[config.mk]
export PLATFORM = sky130hd
export DESIGN_NAME = boot_image_stream_loader_unit
export DESIGN_NICKNAME = d
export VERILOG_FILES = /design/src/rtl/core/bisl_pkg.sv /design/src/rtl/core/bisl_core.sv /design/src/rtl/core/bisl_skid.sv /design/src/rtl/core/boot_image_stream_loader_unit.sv
export SDC_FILE = /design/constraint.sdc
export NUM_CORES = 1
export LEC_CHECK = 0
export ABC_AREA = 1
export BUFFER_PORTS_ARGS = -buffer_cell sky130_fd_sc_hd__buf_2
export CAP_MARGIN = 40
export CORE_ASPECT_RATIO = 0.5
export CORE_MARGIN = 2
export CORE_UTILIZATION = 40
export CTS_CLUSTER_SIZE = 12
export DETAILED_ROUTE_END_ITERATION = 8
export PLACE_DENSITY = 0.61
export SLEW_MARGIN = 30
export SYNTH_ARGS = -nofsm -noshare
export SYNTH_HDL_FRONTEND = slang
export SYNTH_SLANG_ARGS = --single-unit
[constraint.sdc]
create_clock -name clock -period 27 [get_ports clock]
set_clock_uncertainty 0.15 [all_clocks]
set_input_delay 5.4 -clock clock [delete_from_list [all_inputs] [get_ports clock]]
set_output_delay 5.4 -clock clock [all_outputs]
set_load 0.05 [all_outputs]
[src/rtl/core/bisl_pkg.sv]
// Shared types and codes of the boot image stream loader.
package bisl_pkg;

   localparam int unsigned WordWidth = 32;

   typedef logic [WordWidth-1:0] word_type;

   typedef enum logic [1:0] {
      STATUS_OK       = 2'd0,
      STATUS_SIG_ERR  = 2'd1,
      STATUS_DEV_ERR  = 2'd2,
      STATUS_CSUM_ERR = 2'd3
   } status_type;

   typedef struct packed {
      logic       write_valid;
      word_type   write_address;
      word_type   write_data;
      logic       finished;
      status_type load_status;
      word_type   image_base;
      word_type   image_size;
   } result_type;

endpackage

[src/rtl/core/bisl_core.sv]
// Header parsing, checksum and write address state of the loader.
module bisl_core (
   input  logic                clock,
   input  logic                reset,
   input  logic                csr_fire,
   input  bisl_pkg::word_type  csr_data,
   input  logic                item_fire,
   input  bisl_pkg::word_type  word,
   input  logic                device_error,
   output bisl_pkg::result_type result
);
   import bisl_pkg::*;

   typedef enum logic [2:0] {
      PH_SIG      = 3'd0,
      PH_BASE     = 3'd1,
      PH_SIZE     = 3'd2,
      PH_CSUM     = 3'd3,
      PH_DATA     = 3'd4,
      PH_BAD_BASE = 3'd5,
      PH_BAD_SIZE = 3'd6,
      PH_BAD_CSUM = 3'd7
   } phase_type;

   phase_type   phase_ff, phase_in;
   logic        sticky_ff, sticky_in;
   word_type    signature_ff;
   word_type    base_ff, base_in;
   word_type    count_ff, count_in;
   word_type    sum_ff, sum_in;
   logic [32:0] offset_ff, offset_in;
   word_type    loaded_ff, loaded_in;

   word_type    sum_data;
   word_type    judge_sum;
   logic [32:0] offset_next;
   logic        err_or;

   assign sum_data    = sum_ff + word;
   assign offset_next = offset_ff + 33'd4;
   assign err_or      = sticky_ff | device_error;
   assign judge_sum   = (phase_ff == PH_DATA) ? sum_data : word;

   always_comb begin
      phase_in  = phase_ff;
      sticky_in = sticky_ff;
      base_in   = base_ff;
      count_in  = count_ff;
      sum_in    = sum_ff;
      offset_in = offset_ff;
      loaded_in = loaded_ff;
      result    = '0;
      case (phase_ff)
         PH_SIG: begin
            loaded_in = '0;
            sticky_in = device_error;
            phase_in  = (word == signature_ff) ? PH_BASE : PH_BAD_BASE;
         end
         PH_BASE, PH_BAD_BASE: begin
            sticky_in = err_or;
            base_in   = word;
            phase_in  = (phase_ff == PH_BASE) ? PH_SIZE : PH_BAD_SIZE;
         end
         PH_SIZE, PH_BAD_SIZE: begin
            sticky_in = err_or;
            count_in  = word;
            phase_in  = (phase_ff == PH_SIZE) ? PH_CSUM : PH_BAD_CSUM;
         end
         PH_BAD_CSUM: begin
            sum_in             = word;
            result.finished    = 1'b1;
            result.load_status = STATUS_SIG_ERR;
            phase_in           = PH_SIG;
         end
         PH_CSUM: begin
            sticky_in = err_or;
            sum_in    = word;
            offset_in = '0;
            if (err_or || (count_ff == '0)) begin
               result.finished = 1'b1;
               phase_in        = PH_SIG;
            end else begin
               phase_in = PH_DATA;
            end
         end
         PH_DATA: begin
            sum_in               = sum_data;
            sticky_in            = err_or;
            offset_in            = offset_next;
            result.write_valid   = 1'b1;
            result.write_address = base_ff + offset_ff[31:0];
            result.write_data    = word;
            if (err_or || (offset_next >= {1'b0, count_ff})) begin
               result.finished = 1'b1;
               phase_in        = PH_SIG;
            end
         end
         default: begin
            phase_in = PH_SIG;
         end
      endcase
      // judge the checksum where a header or data word closes a good load
      if (result.finished && (phase_ff != PH_BAD_CSUM)) begin
         if (err_or) begin
            result.load_status = STATUS_DEV_ERR;
         end else if ((judge_sum + 32'd1) != '0) begin
            result.load_status = STATUS_CSUM_ERR;
         end else begin
            result.load_status = STATUS_OK;
            loaded_in          = count_ff;
         end
      end
      result.image_base = base_in;
      result.image_size = loaded_in;
   end

   always_ff @(posedge clock) begin
      if (reset) begin
         phase_ff     <= PH_SIG;
         sticky_ff    <= 1'b0;
         signature_ff <= '0;
         base_ff      <= '0;
         count_ff     <= '0;
         sum_ff       <= '0;
         offset_ff    <= '0;
         loaded_ff    <= '0;
      end else begin
         if (csr_fire) begin
            signature_ff <= csr_data;
         end
         if (item_fire) begin
            phase_ff  <= phase_in;
            sticky_ff <= sticky_in;
            base_ff   <= base_in;
            count_ff  <= count_in;
            sum_ff    <= sum_in;
            offset_ff <= offset_in;
            loaded_ff <= loaded_in;
         end
      end
   end

endmodule

[src/rtl/core/bisl_skid.sv]
// Two-entry result register with skid stage.
module bisl_skid (
   input  logic                 clock,
   input  logic                 reset,
   input  logic                 in_valid,
   output logic                 in_ready,
   input  bisl_pkg::result_type in_data,
   output logic                 out_valid,
   input  logic                 out_ready,
   output bisl_pkg::result_type out_data
);
   import bisl_pkg::*;

   logic       main_valid_ff;
   logic       skid_valid_ff;
   result_type main_data_ff;
   result_type skid_data_ff;
   logic       in_fire;
   logic       main_take;

   assign in_ready  = !skid_valid_ff;
   assign in_fire   = in_valid && in_ready;
   assign main_take = !main_valid_ff || out_ready;
   assign out_valid = main_valid_ff;
   assign out_data  = main_data_ff;

   always_ff @(posedge clock) begin
      if (reset) begin
         main_valid_ff <= 1'b0;
         skid_valid_ff <= 1'b0;
      end else if (main_take) begin
         if (skid_valid_ff) begin
            main_valid_ff <= 1'b1;
            skid_valid_ff <= 1'b0;
         end else begin
            main_valid_ff <= in_fire;
         end
      end else if (in_fire) begin
         skid_valid_ff <= 1'b1;
      end
   end

   always_ff @(posedge clock) begin
      if (main_take) begin
         main_data_ff <= skid_valid_ff ? skid_data_ff : in_data;
      end
      if (!main_take && in_fire) begin
         skid_data_ff <= in_data;
      end
   end

endmodule

[src/rtl/core/boot_image_stream_loader_unit.sv]
// A result is registered in the output register, or in the skid entry on a consumer stall.
// Throughput: one word per cycle while the skid entry is empty; header, checksum and
// address logic is combinational; a two-entry output buffer absorbs a word on a stall.
// Reset (synchronous, active high) clears the loader state, the signature register and
// both buffer entries; the block accepts words in the first cycle after reset.
module boot_image_stream_loader_unit (
   input  logic          clock,
   input  logic          reset,
   // configuration: expected signature
   input  logic          csr_valid,
   output logic          csr_ready,
   input  logic [31:0]   csr_data,      // expected_signature[31:0]
   // request stream
   input  logic          req_tvalid,
   output logic          req_tready,
   input  logic [31:0]   req_tdata,     // word[31:0]
   input  logic          req_tuser,     // device_error[0]
   // result stream
   output logic          rsp_tvalid,
   input  logic          rsp_tready,
   output logic [135:0]  rsp_tdata,     // write_address[31:0], write_data[63:32],
                                        // load_status[65:64], image_base[97:66],
                                        // image_size[129:98], zero[135:130]
   output logic          rsp_tuser,     // write_valid[0]
   output logic          rsp_tlast      // finished
);
   import bisl_pkg::*;

   result_type core_result;
   result_type rsp_result;
   logic       req_fire;

   // signature register takes every write
   assign csr_ready = 1'b1;
   assign req_fire  = req_tvalid && req_tready;

   // advance the loader state on every request transfer
   bisl_core u_core (
      .clock        (clock),
      .reset        (reset),
      .csr_fire     (csr_valid && csr_ready),
      .csr_data     (csr_data),
      .item_fire    (req_fire),
      .word         (req_tdata),
      .device_error (req_tuser),
      .result       (core_result)
   );

   // hold results until the consumer takes them
   bisl_skid u_skid (
      .clock     (clock),
      .reset     (reset),
      .in_valid  (req_tvalid),
      .in_ready  (req_tready),
      .in_data   (core_result),
      .out_valid (rsp_tvalid),
      .out_ready (rsp_tready),
      .out_data  (rsp_result)
   );

   assign rsp_tdata = {6'b0,
                       rsp_result.image_size,
                       rsp_result.image_base,
                       rsp_result.load_status,
                       rsp_result.write_data,
                       rsp_result.write_address};
   assign rsp_tuser = rsp_result.write_valid;
   assign rsp_tlast = rsp_result.finished;

`ifndef ASSERT_OFF
   // a stalled skid entry implies the main entry is occupied
   assert property (@(posedge clock) disable iff (reset) !req_tready |-> rsp_tvalid)
      else $error("skid entry full while output register empty");

   // a status is only reported with the word that ends the load
   assert property (@(posedge clock) disable iff (reset)
      (rsp_tvalid && !rsp_result.finished) |-> (rsp_result.load_status == STATUS_OK))
      else $error("status reported on an unfinished word");

   // a signature failure never carries a memory write
   assert property (@(posedge clock) disable iff (reset)
      (rsp_tvalid && rsp_result.load_status == STATUS_SIG_ERR) |-> !rsp_result.write_valid)
      else $error("write issued with a signature error");

   // a successful load reports the size it consumed, a failed one none
   assert property (@(posedge clock) disable iff (reset)
      (rsp_tvalid && rsp_result.finished && rsp_result.load_status != STATUS_OK)
      |-> (rsp_result.image_size == '0))
      else $error("image size set on a failed load");
`endif

endmodule
==> flow_metrics.tcl, run 1 <==
set metrics [dict create \
    hp-start "u_core.sticky_ff" \
    numCtsBuffers 46 \
    maxSlewHeadroom 0.436 \
    synth-seq-cells 461 \
    max-vdd-ir-drop_uv 55.6 \
    leakagePower_nw 12.8 \
    startpoint_type "input pin" \
    switching_share 0.324 \
    multi_input_area_um2 10300 \
    period_minus_slack_ps 9210 \
    final_cells 4057 \
    yosys.area.top_type "edfxtp_1" \
    syn_inst 3060 \
    antenna_found_initial 2 \
    synth_top_area_share 0.328 \
    die_area_um2 62400 \
    maxSlewViolCount 0 \
    reg2reg_from "u_core.offset_ff[2]" \
    dpl.cell_count 3973 \
    boundaryPins 211 \
    seqPwrFrac 0.459 \
    first_pass_iters 6 \
    place.gp.congestion 0.944 \
    cts_resized 0 \
    worstReg2RegEnd "u_skid.out_data[0]" \
    diodes 0 \
    timing.final.ws_setup_ps 17790 \
    yosysSeqAreaShare 0.492 \
    die_h_um 178 \
    synth_edf_count 264 \
    power.share.clock 0.338 \
    post-route-util 0.459 \
    fill_cells 6016 \
    p_total_mw 1.82 \
    dp_hpwl_mm 53.0 \
    drive_above_1_share 0.105 \
    worstPathArrival_ps 9520 \
    track_usage 0.233 \
    ys.flop_type "edfxtp_1" \
    synth_top_family_by_area "simple AND/OR/NAND/NOR gates" \
    synth-simple-area-share 0.230 \
    htree_levels 2 \
    slowest_delay_ps 750 \
    crit_chain "buf_2 > ha_1 > fa_1 > nand3_1 > nand2_2 > nand2_1 > nand2_1 > nand2_1 > nand2_1 > nand2_1 > nand2_1 > nand2_1 > nand2_1 > nand2_1 > nand2_1 > nor2_1 > nand2_1 > nor2_1 > nand3_4 > nor2_8 > nand2_1 > nand2_1 > nand2_1 > nand2_1" \
    postSynthAreaPerCell_um2 7.89 \
    yosys_warnings 0 \
    vias_per_cell 5.10 \
    rsz0062_at_grt "false" \
    p_per_area_nw_per_um2 66.5 \
    grt_first_pass_wirelength_mm 112 \
    power.switching_uw 588 \
    post-cts-setup-buffers 0 \
    reg2regPathDepth 29 \
    final_hold_viol_count 0 \
    cpMostUsedCell "nand2_1" \
    overflow 0 \
    status "completed" \
    post-synth-top-count-cell "nand2_1" \
    holdPathEnd "u_core.sticky_ff" \
    drt_iter0_drc 1970 \
    drtAntennaViolNets 0 \
    setup_viol 0 \
    worst_pin_slew_ps 846 \
    cts.path.max_buffers 3 \
    coreArea_um2 59400 \
    grt_pass1_vias 19300 \
    hold-worst-slack_ps 315 \
    area_delta_synth_final_pct 13.1 \
    num_vias 20700 \
    internal-power_mw 1.23 \
    netlist_top_cells_area "edfxtp_1 (33%), dfxtp_1 (16%), nand2_1 (14%), inv_1 (5.8%), o21ai_0 (5.1%)" \
    layout.area.seq_um2 11900 \
    worst_ep_required_time_ps 27310 \
    hold_depth 2 \
    grt_max_degree 115 \
    yosys.cell_types.count 51 \
    crit_type "in2reg" \
    die_x_um 351 \
    clk_pin_slew_ps 60 \
    fmax_mhz 109 \
    dp_worst_setup_slack_ps 17290 \
    place_area_um2 25900 \
    fin_tns_setup_ps 0 \
    nets 3376 \
    r2r_slack_ps 21180 \
    synthMuxAreaShare 0 \
    drv_cap 0 \
    combPwrFrac 0.203 \
    timing.final.crit_share 0.341 \
    hp-class "reg2reg" \
    synth_compound_area_frac 0.123 \
    cts.sinks 461 \
    synth_common_cells "nand2_1 (878), inv_1 (371), nor2_1 (289)" \
    clk_latency_ps 580 \
    numPortBuffers 203 \
    cts_tree "done" \
    route.detailed.drc 0 \
    synth_area_um2 24100 \
    cts_root_buffer "clkbuf_16" \
    wl_per_cell_um 18.2 \
    crit_path_end_kind "register" \
    totalWireLength_mm 73.8 \
    rows 63 \
    slowest_stage "nor2_8" \
    synthArstFlopShare 0 \
    synthXorXnorAreaFrac 0.0221 \
    synth_fa_ha_area_frac 0.0506 \
    cts_hold_buf 0 \
    crit_path_max_fanout 35 \
    final_cell_area_um2 27300 \
    start_util 0.406 \
]
[cell usage in the layout, fill, tap and decap left out, types with 5 or more instances in the layout]
master     instances
a21oi_1          235
a31oi_1            6
buf_2            203
buf_4             17
clkbuf_1          27
clkbuf_16         46
clkbuf_8           5
conb_1             7
dfxtp_1          196
edfxtp_1         264
ha_1              95
inv_1            369
nand2_1          877
nand2_2           28
nand3_1           92
nand3b_1           8
nand4_1           24
nor2_1           288
nor2_2             5
nor3_1            15
nor4_1            17
o211ai_1          12
o21a_1             6
o21ai_0          248
o21ai_1           31
o21bai_1           7
xnor2_1           14
xor2_1            47
[routing by layer]
metal	GRT usage	up-vias	share of wire
met5	0	-	0.00033
met4	0.0586	4	0.024
met3	0.0402	116	0.078
met2	0.356	647	0.43
met1	0.341	9679	0.47
li1	-	10200	-
[critical path, delay by kind of cell]
family | cells | cell delay, ps
fa+ha+maj | 2 | 740
buf+inv | 1 | 130
simple gates | 21 | 3140
[power by group through the flow]
stage | logic (mW) | clock network [mW] | registers, mW
floorplan | 0.173 | 0 | 0.930
global placement | 0.361 | 0 | 0.848
detailed placement | 0.366 | 0 | 0.849
CTS | 0.367 | 0.626 | 0.834
global route | 0.402 | 0.652 | 0.838
finish | 0.368 | 0.613 | 0.834
[cell families after synthesis]
kind of cell	Yosys count
AO/OA/AOI/OAI	566
XOR/XNOR	61
adder cells (fa/ha/maj)	97
buffers and inverters	506
flip-flops	461
other	2
AND/OR/NAND/NOR	1367
[worst max path at each step]
stage,endpoint,cells past startpoint,startpoint
global placement,u_skid.out_data[29],24,req_tdata[0]
global route,u_skid.out_data[0],24,req_tdata[0]
floorplan,u_skid.skid_data_ff[0],3,rsp_tready
detailed placement,u_skid.out_data[31],24,req_tdata[0]
finish,u_skid.out_data[0],24,req_tdata[0]
CTS,u_skid.out_data[31],24,req_tdata[0]
[final cells by class]
class,instances,share of cell area
repair buffers,226,0.0467
clock inverters,6,0.00211
inverters,376,0.0518
flip-flops and latches,461,0.435
well taps,812,0.0372
clock buffers,78,0.0484
multi-input cells,2098,0.379
[flip-flops by register name, indices dropped and copies added, names as in the netlist, 3 cells and up]
register             flops
u_core.base_ff          32
u_core.count_ff         32
u_core.loaded_ff        32
u_core.offset_ff        31
u_core.phase_ff          3
u_core.signature_ff     32
u_core.sum_ff           32
u_skid.out_data        132
u_skid.skid_data_ff    132
Note: power is estimated with default switching activity, not from simulation.
==> run 2: changes to the inputs <==
==> constraint.sdc (replaced) <==
create_clock -name clock -period 9 [get_ports clock]
set_clock_uncertainty 0.15 [all_clocks]
set_input_delay 1.8 -clock clock [delete_from_list [all_inputs] [get_ports clock]]
set_output_delay 1.8 -clock clock [all_outputs]
set_load 0.05 [all_outputs]
==> run 2 against run 1 <==
  * Worst hold slack improved by 19 ps
  * Worst setup slack got worse by 15000 ps
  * Global-route usage increased by 0.48 points
  * Clock-buffer cell count decreased by 5
  * Via count increased by 0.24%
  * Register-to-register slack got worse by 18000 ps
  * Die area unchanged
  * Final cell count about the same
  * Clock power increased to 3.1 times the previous value
  * Core utilization increased by 0.076 points
  * Power increased to 3.0 times the previous value
  * Critical path type is now reg2reg
  * Critical endpoint is now u_skid.out_data[31]
  * Highest routed layer is now met4
==> flow_metrics.tcl, run 2 (synthesis results as in run 1) <==
set metrics [dict create \
    slowest_stage "nor2_8" \
    final_common_cell "nand2_1" \
    cpMostUsedCell "nand2_1" \
    fmax_mhz 171 \
    first_pass_iters 7 \
    worst_ep_required_time_ps 9330 \
    cts_root_buffer "clkbuf_16" \
    crit_path_end_kind "register" \
    start_util 0.406 \
    timing.final.crit_share 0.650 \
    drtAntennaViolNets 0 \
    hp-class "reg2reg" \
    status "completed" \
    cts.sinks 461 \
    boundaryPins 211 \
    final_cell_mix "nand2_1 (877), inv_1 (370), nor2_1 (288)" \
    num_vias 20700 \
    fill_cells 5995 \
    numCtsBuffers 47 \
    cts_resized 0 \
    wl_met1_mm 34.6 \
    clk_pin_slew_ps 60 \
    die_h_um 178 \
    route.detailed.drc 0 \
    cpLargestDelayFamily "simple AND/OR/NAND/NOR gates" \
    post-cts-setup-buffers 0 \
    maxSlewHeadroom 0.401 \
    drt_iter0_drc 1822 \
    crit_type "reg2reg" \
    overflow 0 \
    p_total_mw 5.51 \
    totalWireLength_mm 74.5 \
    rows 63 \
    leakagePower_nw 12.8 \
    worstPathArrival_ps 6190 \
    drv_cap 0 \
    wl_met2_mm 32.3 \
    final_hold_viol_count 0 \
    coreArea_um2 59400 \
    drive_above_1_share 0.106 \
    grt_max_degree 74 \
    slowest_delay_ps 690 \
    crit_path_max_fanout 33 \
    rsz0062_at_grt "false" \
    cts.path.max_buffers 3 \
    wl_per_cell_um 18.4 \
    cts_tree "done" \
    wl_met3_mm 6.12 \
    fin_tns_setup_ps 0 \
    path_buf_inv 3 \
    area_delta_synth_final_pct 13.3 \
    setup_viol 0 \
    period_minus_slack_ps 5850 \
    place.gp.congestion 0.970 \
    track_usage 0.238 \
    clk_latency_ps 610 \
    grt_first_pass_wirelength_mm 114 \
    antenna_found_initial 0 \
    die_x_um 351 \
    startpoint_type "register" \
    nets 3377 \
    cts_hold_buf 0 \
    maxSlewViolCount 0 \
    diodes 0 \
    topRoutingLayerUsed "met4" \
    p_per_area_nw_per_um2 201 \
    grt_pass1_vias 19600 \
    worst_pin_slew_ps 898 \
    dp_hpwl_mm 53.6 \
    htree_levels 2 \
    max-vdd-ir-drop_uv 163 \
    numPortBuffers 203 \
    die_area_um2 62400 \
    vias_per_cell 5.11 \
]
run 2: path summary, 6_finish.rpt:
path,from,to,slack [ps],cells past startpoint
min reg2reg,u_core.signature_ff[18],u_core.signature_ff[18],330,2
min,u_core.signature_ff[18],u_core.signature_ff[18],330,2
max,u_core.offset_ff[3],u_skid.out_data[31],3150,29
max reg2reg,u_core.offset_ff[3],u_skid.out_data[31],3150,29
run 2: power by group:
part / internal (mW) / switching, mW
combinational: 0.271 / 0.836
clock: 1.04 / 0.855
sequential: 2.41 / 0.0951
run 2: area by class of cell:
cell class | count | area [um2] | area share
repair buffers | 226 | 1260 | 0.0459
multi-input cells | 2098 | 10300 | 0.378
clock inverters | 12 | 121 | 0.00444
clock buffers | 73 | 1310 | 0.0480
flip-flops and latches | 461 | 11900 | 0.434
well taps | 812 | 1020 | 0.0372
inverters | 376 | 1410 | 0.0517
run 2: routing by layer:
layer | up-vias | track usage
li1 | 10200 | -
met1 | 9711 | 0.340
met2 | 699 | 0.369
met3 | 90 | 0.0484
met4 | 0 | 0.0580
met5 | - | 0
run 2: worst register-to-register path, delay by kind of cell (launching register included):
| family | cells | cell delay (ps) |
|---|---|---|
| XOR/XNOR | 1 | 180 |
| adder cells (fa/ha/maj) | 2 | 510 |
| buffers and inverters | 3 | 220 |
| flip-flops | 1 | 390 |
| AND/OR/NAND/NOR | 23 | 4310 |
run 2: stage by stage:
stage,cell area [um2],instances,util,hold slack (ps),worst slack (ps)
finish,27300,4058,0.460,334,3150
global route,27300,4058,0.460,352,2600
CTS,27300,4058,0.460,331,3250
detailed placement,25900,3973,0.436,321,2900
global placement,25800,3968,0.434,298,2920
floorplan,24200,3065,-,289,2100
